`src/rtl/ecss_pkg.sv`:
```
// ----------------------------------------------------------------------------
// ecss_pkg: shared types and constants
// Widths, codes and the segment font for the encoder count display block.
// ----------------------------------------------------------------------------
package ecss_pkg;

  localparam int COUNT_W = 14;
  localparam int SEG_W   = 7;
  localparam int EN_W    = 4;
  localparam int BCD_N   = 4;
  localparam int DIGITS  = 4;
  localparam int PHASE_W = $clog2(DIGITS);
  localparam int CONV_W  = $clog2(COUNT_W + 1);

  localparam logic [COUNT_W-1:0] COUNT_MAX_RESET = 14'd4095;
  localparam logic [COUNT_W-1:0] SHOW_LIMIT      = 14'd9999;
  localparam logic [SEG_W-1:0]   BLANK_SEGS      = 7'h7F;
  localparam logic [EN_W-1:0]    ENABLES_OFF     = 4'hF;

  localparam logic OP_ENCODER = 1'b0;
  localparam logic OP_SCAN    = 1'b1;

  typedef logic [BCD_N-1:0][3:0] bcd_t;

  localparam bcd_t COUNT_MAX_RESET_BCD = 16'h4095;

  typedef struct packed {
    logic [COUNT_W-1:0] top;
    bcd_t               top_bcd;
  } limit_t;

  typedef struct packed {
    logic [COUNT_W-1:0] count;
    logic [EN_W-1:0]    digit_enable_n;
    logic [SEG_W-1:0]   segments_n;
  } result_t;

  function automatic logic [SEG_W-1:0] seg_code(input logic [3:0] digit);
    logic [SEG_W-1:0] s;
    case (digit)
      4'd0:    s = 7'h40;
      4'd1:    s = 7'h79;
      4'd2:    s = 7'h24;
      4'd3:    s = 7'h30;
      4'd4:    s = 7'h19;
      4'd5:    s = 7'h12;
      4'd6:    s = 7'h02;
      4'd7:    s = 7'h78;
      4'd8:    s = 7'h00;
      4'd9:    s = 7'h10;
      default: s = BLANK_SEGS;
    endcase
    return s;
  endfunction

endpackage

```
`src/rtl/ecss_cfg.sv`:
```
// ----------------------------------------------------------------------------
// ecss_cfg: count limit register
// Holds count_max, saturates it at the display limit and converts the limit
// to BCD by shift-and-add-3, one bit a cycle, after each write.
// ----------------------------------------------------------------------------
module ecss_cfg import ecss_pkg::*; (
  input  logic               clk_i,
  input  logic               rst_ni,
  input  logic               cfg_valid_i,
  output logic               cfg_ready_o,
  input  logic [COUNT_W-1:0] cfg_data_i,
  output logic               busy_o,
  output limit_t             limit_o
);

  logic [COUNT_W-1:0] top_q, top_d;
  logic [COUNT_W-1:0] bin_q, bin_d;
  bcd_t               bcd_q, bcd_d;
  logic [CONV_W-1:0]  cnt_q, cnt_d;
  logic               busy;
  logic               wr;
  logic [COUNT_W-1:0] sat;
  bcd_t               adj;

  assign busy        = (cnt_q != '0);
  assign cfg_ready_o = !busy;
  assign wr          = cfg_valid_i && !busy;
  assign sat         = (cfg_data_i > SHOW_LIMIT) ? SHOW_LIMIT : cfg_data_i;

  always_comb begin
    for (int i = 0; i < BCD_N; i++) begin
      adj[i] = (bcd_q[i] >= 4'd5) ? bcd_q[i] + 4'd3 : bcd_q[i];
    end
  end

  always_comb begin
    top_d = top_q;
    bin_d = bin_q;
    bcd_d = bcd_q;
    cnt_d = cnt_q;
    if (wr) begin
      top_d = sat;
      bin_d = sat;
      bcd_d = '0;
      cnt_d = CONV_W'(COUNT_W);
    end else if (busy) begin
      bcd_d = bcd_t'({adj, bin_q[COUNT_W-1]});
      bin_d = {bin_q[COUNT_W-2:0], 1'b0};
      cnt_d = cnt_q - 1'b1;
    end
  end

  always_ff @(posedge clk_i or negedge rst_ni) begin
    if (!rst_ni) begin
      top_q <= COUNT_MAX_RESET;
      bin_q <= '0;
      bcd_q <= COUNT_MAX_RESET_BCD;
      cnt_q <= '0;
    end else begin
      top_q <= top_d;
      bin_q <= bin_d;
      bcd_q <= bcd_d;
      cnt_q <= cnt_d;
    end
  end

  assign busy_o          = busy;
  assign limit_o.top     = top_q;
  assign limit_o.top_bcd = bcd_q;

endmodule

```
`src/rtl/ecss_count_step.sv`:
```
// ----------------------------------------------------------------------------
// ecss_count_step: encoder count update
// Next binary count and its BCD copy for one encoder edge, with wrap.
// ----------------------------------------------------------------------------
module ecss_count_step import ecss_pkg::*; (
  input  logic [COUNT_W-1:0] count_i,
  input  bcd_t               bcd_i,
  input  logic               enc_data_i,
  input  logic               enc_clock_i,
  input  limit_t             limit_i,
  output logic [COUNT_W-1:0] count_o,
  output bcd_t               bcd_o
);

  bcd_t inc, dec;
  logic carry, borrow;

  always_comb begin
    carry  = 1'b1;
    borrow = 1'b1;
    for (int i = 0; i < BCD_N; i++) begin
      inc[i] = bcd_i[i];
      dec[i] = bcd_i[i];
      if (carry) begin
        if (bcd_i[i] == 4'd9) begin
          inc[i] = 4'd0;
        end else begin
          inc[i] = bcd_i[i] + 4'd1;
          carry  = 1'b0;
        end
      end
      if (borrow) begin
        if (bcd_i[i] == 4'd0) begin
          dec[i] = 4'd9;
        end else begin
          dec[i] = bcd_i[i] - 4'd1;
          borrow = 1'b0;
        end
      end
    end
  end

  always_comb begin
    count_o = count_i;
    bcd_o   = bcd_i;
    if (enc_data_i) begin
      if (enc_clock_i) begin
        if (count_i >= limit_i.top) begin
          count_o = '0;
          bcd_o   = '0;
        end else begin
          count_o = count_i + 1'b1;
          bcd_o   = inc;
        end
      end else begin
        if (count_i == '0 || count_i > limit_i.top) begin
          count_o = limit_i.top;
          bcd_o   = limit_i.top_bcd;
        end else begin
          count_o = count_i - 1'b1;
          bcd_o   = dec;
        end
      end
    end
  end

endmodule

```
`src/rtl/ecss_scan_step.sv`:
```
// ----------------------------------------------------------------------------
// ecss_scan_step: display scan step
// Digit enable, segment pattern with leading-zero blanking, next phase.
// ----------------------------------------------------------------------------
module ecss_scan_step import ecss_pkg::*; (
  input  logic [PHASE_W-1:0] phase_i,
  input  bcd_t               bcd_i,
  output logic [PHASE_W-1:0] phase_o,
  output logic [SEG_W-1:0]   segments_n_o,
  output logic [EN_W-1:0]    digit_enable_n_o
);

  logic show;

  always_comb begin
    show = (phase_i == '0);
    for (int i = 0; i < BCD_N; i++) begin
      if (i >= int'(phase_i) && bcd_i[i] != 4'd0) begin
        show = 1'b1;
      end
    end
  end

  always_comb begin
    segments_n_o     = BLANK_SEGS;
    digit_enable_n_o = ENABLES_OFF;
    if (int'(phase_i) < EN_W) begin
      digit_enable_n_o = ~(EN_W'(1) << phase_i[1:0]);
      if (show) begin
        segments_n_o = seg_code(bcd_i[phase_i[1:0]]);
      end
    end
    if (int'(phase_i) >= DIGITS - 1) begin
      phase_o = '0;
    end else begin
      phase_o = phase_i + 1'b1;
    end
  end

endmodule

```
`src/rtl/encoder_count_seven_segment_scan_core.sv`:
```
// ----------------------------------------------------------------------------
// encoder_count_seven_segment_scan_core: encoder count with display scan
// Each accepted input word yields one result word, held in a result queue.
// Throughput: one word per cycle; a two-entry result queue absorbs stalls.
// After a count_max write the limit is converted to BCD; while that runs,
// no input word or further write is taken.
// Reset: count 0, units digit next, segments and enables all off, limit 4095.
// ----------------------------------------------------------------------------
module encoder_count_seven_segment_scan_core import ecss_pkg::*; (
  input  logic               clk_i,
  input  logic               rst_ni,
  input  logic               cfg_valid_i,
  output logic               cfg_ready_o,
  input  logic [COUNT_W-1:0] cfg_data_i,
  input  logic               s_axis_tvalid,
  output logic               s_axis_tready,
  input  logic [7:0]         s_axis_tdata,  // enc_data, enc_clock, zero fill
  input  logic               s_axis_tuser,  // op
  output logic               m_axis_tvalid,
  input  logic               m_axis_tready,
  output logic [31:0]        m_axis_tdata   // segments_n, digit_enable_n, count, fill
);

  logic               busy;
  limit_t             limit;
  logic [COUNT_W-1:0] count_q, count_d, count_nx;
  bcd_t               bcd_q, bcd_d, bcd_nx;
  logic [PHASE_W-1:0] phase_q, phase_d, phase_nx;
  logic [SEG_W-1:0]   segs_q, segs_d, segs_nx;
  logic [EN_W-1:0]    ens_q, ens_d, ens_nx;
  result_t            fifo_q [2];
  logic               wr_ptr_q, rd_ptr_q;
  logic [1:0]         fill_q;
  logic               push, pop;
  result_t            res;

  ecss_cfg u_cfg (
    .clk_i       (clk_i),
    .rst_ni      (rst_ni),
    .cfg_valid_i (cfg_valid_i),
    .cfg_ready_o (cfg_ready_o),
    .cfg_data_i  (cfg_data_i),
    .busy_o      (busy),
    .limit_o     (limit)
  );

  ecss_count_step u_count (
    .count_i     (count_q),
    .bcd_i       (bcd_q),
    .enc_data_i  (s_axis_tdata[0]),
    .enc_clock_i (s_axis_tdata[1]),
    .limit_i     (limit),
    .count_o     (count_nx),
    .bcd_o       (bcd_nx)
  );

  ecss_scan_step u_scan (
    .phase_i          (phase_q),
    .bcd_i            (bcd_q),
    .phase_o          (phase_nx),
    .segments_n_o     (segs_nx),
    .digit_enable_n_o (ens_nx)
  );

  assign s_axis_tready = !busy && (fill_q != 2'd2);
  assign push          = s_axis_tvalid && s_axis_tready;
  assign m_axis_tvalid = (fill_q != 2'd0);
  assign pop           = m_axis_tvalid && m_axis_tready;

  always_comb begin
    count_d = count_q;
    bcd_d   = bcd_q;
    phase_d = phase_q;
    segs_d  = segs_q;
    ens_d   = ens_q;
    if (push) begin
      if (s_axis_tuser == OP_SCAN) begin
        phase_d = phase_nx;
        segs_d  = segs_nx;
        ens_d   = ens_nx;
      end else begin
        count_d = count_nx;
        bcd_d   = bcd_nx;
      end
    end
  end

  assign res.count          = count_d;
  assign res.digit_enable_n = ens_d;
  assign res.segments_n     = segs_d;

  always_ff @(posedge clk_i or negedge rst_ni) begin
    if (!rst_ni) begin
      count_q  <= '0;
      bcd_q    <= '0;
      phase_q  <= '0;
      segs_q   <= BLANK_SEGS;
      ens_q    <= ENABLES_OFF;
      wr_ptr_q <= 1'b0;
      rd_ptr_q <= 1'b0;
      fill_q   <= 2'd0;
    end else begin
      count_q <= count_d;
      bcd_q   <= bcd_d;
      phase_q <= phase_d;
      segs_q  <= segs_d;
      ens_q   <= ens_d;
      if (push) begin
        wr_ptr_q <= !wr_ptr_q;
      end
      if (pop) begin
        rd_ptr_q <= !rd_ptr_q;
      end
      fill_q <= fill_q + {1'b0, push} - {1'b0, pop};
    end
  end

  always_ff @(posedge clk_i) begin
    if (push) begin
      fifo_q[wr_ptr_q] <= res;
    end
  end

  assign m_axis_tdata = {7'd0, fifo_q[rd_ptr_q]};

endmodule

```
`config.mk`:
```
export PLATFORM = sky130hd
export DESIGN_NAME = encoder_count_seven_segment_scan_core
export DESIGN_NICKNAME = d
export VERILOG_FILES = /design/src/rtl/ecss_pkg.sv /design/src/rtl/ecss_cfg.sv /design/src/rtl/ecss_count_step.sv /design/src/rtl/ecss_scan_step.sv /design/src/rtl/encoder_count_seven_segment_scan_core.sv
export SDC_FILE = /design/constraint.sdc
export NUM_CORES = 1
export LEC_CHECK = 0
export BUFFER_PORTS_ARGS = -buffer_cell sky130_fd_sc_hd__buf_2
export CORE_MARGIN = 2
export CORE_UTILIZATION = 43
export CTS_BUF_LIST = sky130_fd_sc_hd__clkbuf_16
export DETAILED_ROUTE_END_ITERATION = 6
export PLACE_DENSITY_LB_ADDON = 0.05
export SLEW_MARGIN = 25
export SYNTH_ARGS = -nofsm -noshare
export SYNTH_HDL_FRONTEND = slang
export SYNTH_SLANG_ARGS = --single-unit
```
`constraint.sdc`:
```
create_clock -name clk_i -period 8.25 [get_ports clk_i]
set_input_delay 1.65 -clock clk_i [delete_from_list [all_inputs] [get_ports clk_i]]
set_output_delay 1.65 -clock clk_i [all_outputs]
set_load 0.05 [all_outputs]
```
==> reports/metrics.yaml <==
status: "complete, no violations"
reg2reg_depth: 9
rows: 50
grt_pass1_vias: 6139
reg2reg_to: "bcd_q[12]"
final_antenna_net_count: 0
grtUsageMet2_pct: 29.9
skew_ns: 0.0152
die_w_um: 143
worst_pin_slew_ns: 0.968
yosysWarnings: 0
port_buffers: 49
ys_seq_area_share_pct: 46.8
drt-total-wl_um: 19100
syn_area_um2: 8360
wl_per_cell_um: 16.6
final_area_um2: 9340
num-nets-final: 958
clock_latency_ns: 0.43
setup_viol: 0
grt-busiest-layer: "met2"
cts.sinks: 145
start_kind: "primary input"
syn2layout_area_growth_pct: 11.8
globalRouteMet1Util_pct: 28.0
post-route-period-util_pct: 50.3
clock_path_buffers: 2
drc_errors: 0
fmax_ghz: 0.241
num_vias: 6347
clkTransAtPathRegs_ns: 0.07
placed_cell_area_um2: 8770
critPathCaptureType: "flip-flop"
vias_per_cell: 5.50
cts_tree: "built"
finish.utilization_pct: 49.4
finalHoldViolCount: 0
timing.max_cap.violations: 0
die_area_um2: 20600
pin_count: 63
min_from: "u_cfg.bin_q[6]"
place_hpwl_um: 13300
drtIter0Drc: 394
htreeDepth: 4
postCtsSetupBuffers: 0
criticalPathCategory: "primary input to flip-flop"
grt_overflow: 0
dr.pass1.iters: 5
rsz0062_at_grt: "false"
layout-drive-gt1-share_pct: 17.7
synth-seq-cells: 145
slew_violations: 0
post_cts_resized: 0
hold_class: "flip-flop to flip-flop"
grt_pass1_wl_um: 31100
period_minus_slack_ns: 4.15
grt_max_degree: 68
min_to: "u_cfg.bin_q[7]"
place_ws_ns: 3.70
grt.total_usage_pct: 19.2
coreArea_um2: 18900
hold_depth: 2
r2r_slack_ns: 4.43
ir_drop_mv: 0.175
timing.setup.tns_ns: 0
p_per_area_nw_per_um2: 378
gp_congestion: 0.840
cts_hold_buf: 0
relSlewSlack_pct: 35.3
antenna_found_initial: 0
synth_edf_count: 50
fin_ws_ns: 4.10
crit_required_ns: 8.55
cts_made_buffers: 17
avgSynthCellArea_um2: 9.83
start_util_pct: 44.2
cts-root-buf: "clkbuf_16"
synth_flop_cell: "dfrtp_1"
yosysUniqueCellTypes: 68
crit_fanout: 25
synthCells: 850
use_met3_pct: 2.57
ys_async_sr_fraction_pct: 65.5
p_leak_uw: 0.00385
worstReg2RegStart: "u_cfg.top_q[9]"
antenna_cells: 0
die_height_um: 143
critPathArrivalTime_ns: 4.45
[stage by stage]
step / std cells / hold slack, ns / power (µW)
final: 1153 / 0.470 / 3530
after global routing: 1153 / 0.518 / 3790
after floorplan: 856 / 0.442 / 2430
after detailed placement: 1121 / 0.463 / 2790
after CTS: 1153 / 0.480 / 3550
after global placement: 1121 / 0.459 / 2730
[cell usage in the layout (no fill, tap or decap), drive strengths merged, types with 5 or more instances in the layout]
cell type / Yosys / layout
a211oi: 7 / 7
a21oi: 59 / 59
a22oi: 6 / 6
a31oi: 14 / 14
and2: 8 / 8
and3: 10 / 10
buf: 16 / 55
clkbuf: 34 / 17
clkinv: 1 / 9
conb: 1 / 7
dfrtp: 67 / 67
dfstp: 28 / 28
edfxtp: 50 / 50
ha: 50 / 50
inv: 50 / 56
mux2: 29 / 29
mux2i: 12 / 12
nand2: 82 / 82
nand2b: 12 / 12
nand3: 12 / 12
nand3b: 8 / 8
nor2: 71 / 71
nor2b: 11 / 11
nor3: 15 / 15
nor3b: 6 / 6
nor4: 10 / 10
o211ai: 5 / 5
o21ai: 75 / 75
o22ai: 5 / 5
o31ai: 15 / 15
or3: 5 / 5
xnor2: 15 / 15
xor2: 7 / 7
[sequential cells by signal (all words and copies together) (netlist names)]
register,count
bcd_q,16
count_q,14
ens_q,4
fifo_q,50
fill_q,2
phase_q,2
rd_ptr_q,1
segs_q,7
u_cfg.bin_q,14
u_cfg.cnt_q,4
u_cfg.limit_o,16
u_cfg.top_q,14
wr_ptr_q,1
[worst max path at each step]
stage,start,endpoint,slack (ns),cells past startpoint
floorplan,u_cfg.cnt_q[0],s_axis_tready,4.55,6
global placement,s_axis_tdata[1],bcd_q[12],3.75,7
detailed placement,s_axis_tdata[1],bcd_q[12],3.70,7
CTS,s_axis_tdata[1],bcd_q[12],4.12,7
global route,s_axis_tdata[1],bcd_q[12],3.88,7
finish,s_axis_tdata[1],bcd_q[12],4.10,7
[where the power goes]
group          switching (µW)  internal (µW)
combinational             951            578
clock                     347            400
sequential                236           1020
[worst max-delay path, cell delays in order]
cell      delay [ns]
buf_2           0.29
o211ai_1        0.14
a211oi_1        0.48
nand2_1         0.69
a21oi_1         0.74
nor3b_4         0.14
mux2_2          0.30
[per-layer routing]
metal / vias to the layer above / routed length, µm
met3: 17 / 700
li1: 3091 / -
met1: 3095 / 9620
met4: 0 / 217
met2: 144 / 8550
met5: - / 0
[final cells by class]
cell class / count / area [µm²]
repair buffers: 55 / 293
clock buffers: 17 / 425
flip-flops and latches: 145 / 3920
multi-input cells: 610 / 4040
inverters: 51 / 191
well taps: 260 / 325
fillers: 1800 / 9550
clock inverters: 15 / 149
[synth_stat cells (7+ instances only)]
library cell	number	area, µm²
nand2_1	82	308
o21ai_0	75	375
nor2_1	71	267
dfrtp_1	67	1680
a21oi_1	58	290
edfxtp_1	50	1500
ha_1	50	626
inv_1	50	188
clkbuf_1	34	128
mux2_2	29	327
dfstp_2	28	736
nor3_1	15	75.1
o31ai_1	15	113
xnor2_1	15	131
a31oi_1	14	87.6
mux2i_1	12	120
nand2b_1	12	75.1
nand3_1	12	60.1
nor2b_1	11	68.8
and3_1	10	62.6
nor4_1	9	56.3
nand3b_1	8	60.1
a211oi_1	7	52.6
and2_1	7	43.8
buf_4	7	52.6
xor2_1	7	61.3
[logic make-up after synthesis]
logic type      after synthesis  synth area share (%)
simple gates                263                  15.4
other cells                   1                0.0449
buf+inv                     101                  5.09
flops                       145                  46.8
compound gates              223                  16.4
mux                          45                  6.42
xor+xnor                     22                  2.31
fa+ha+maj                    50                  7.49
Power figures use the tool's default switching activity.
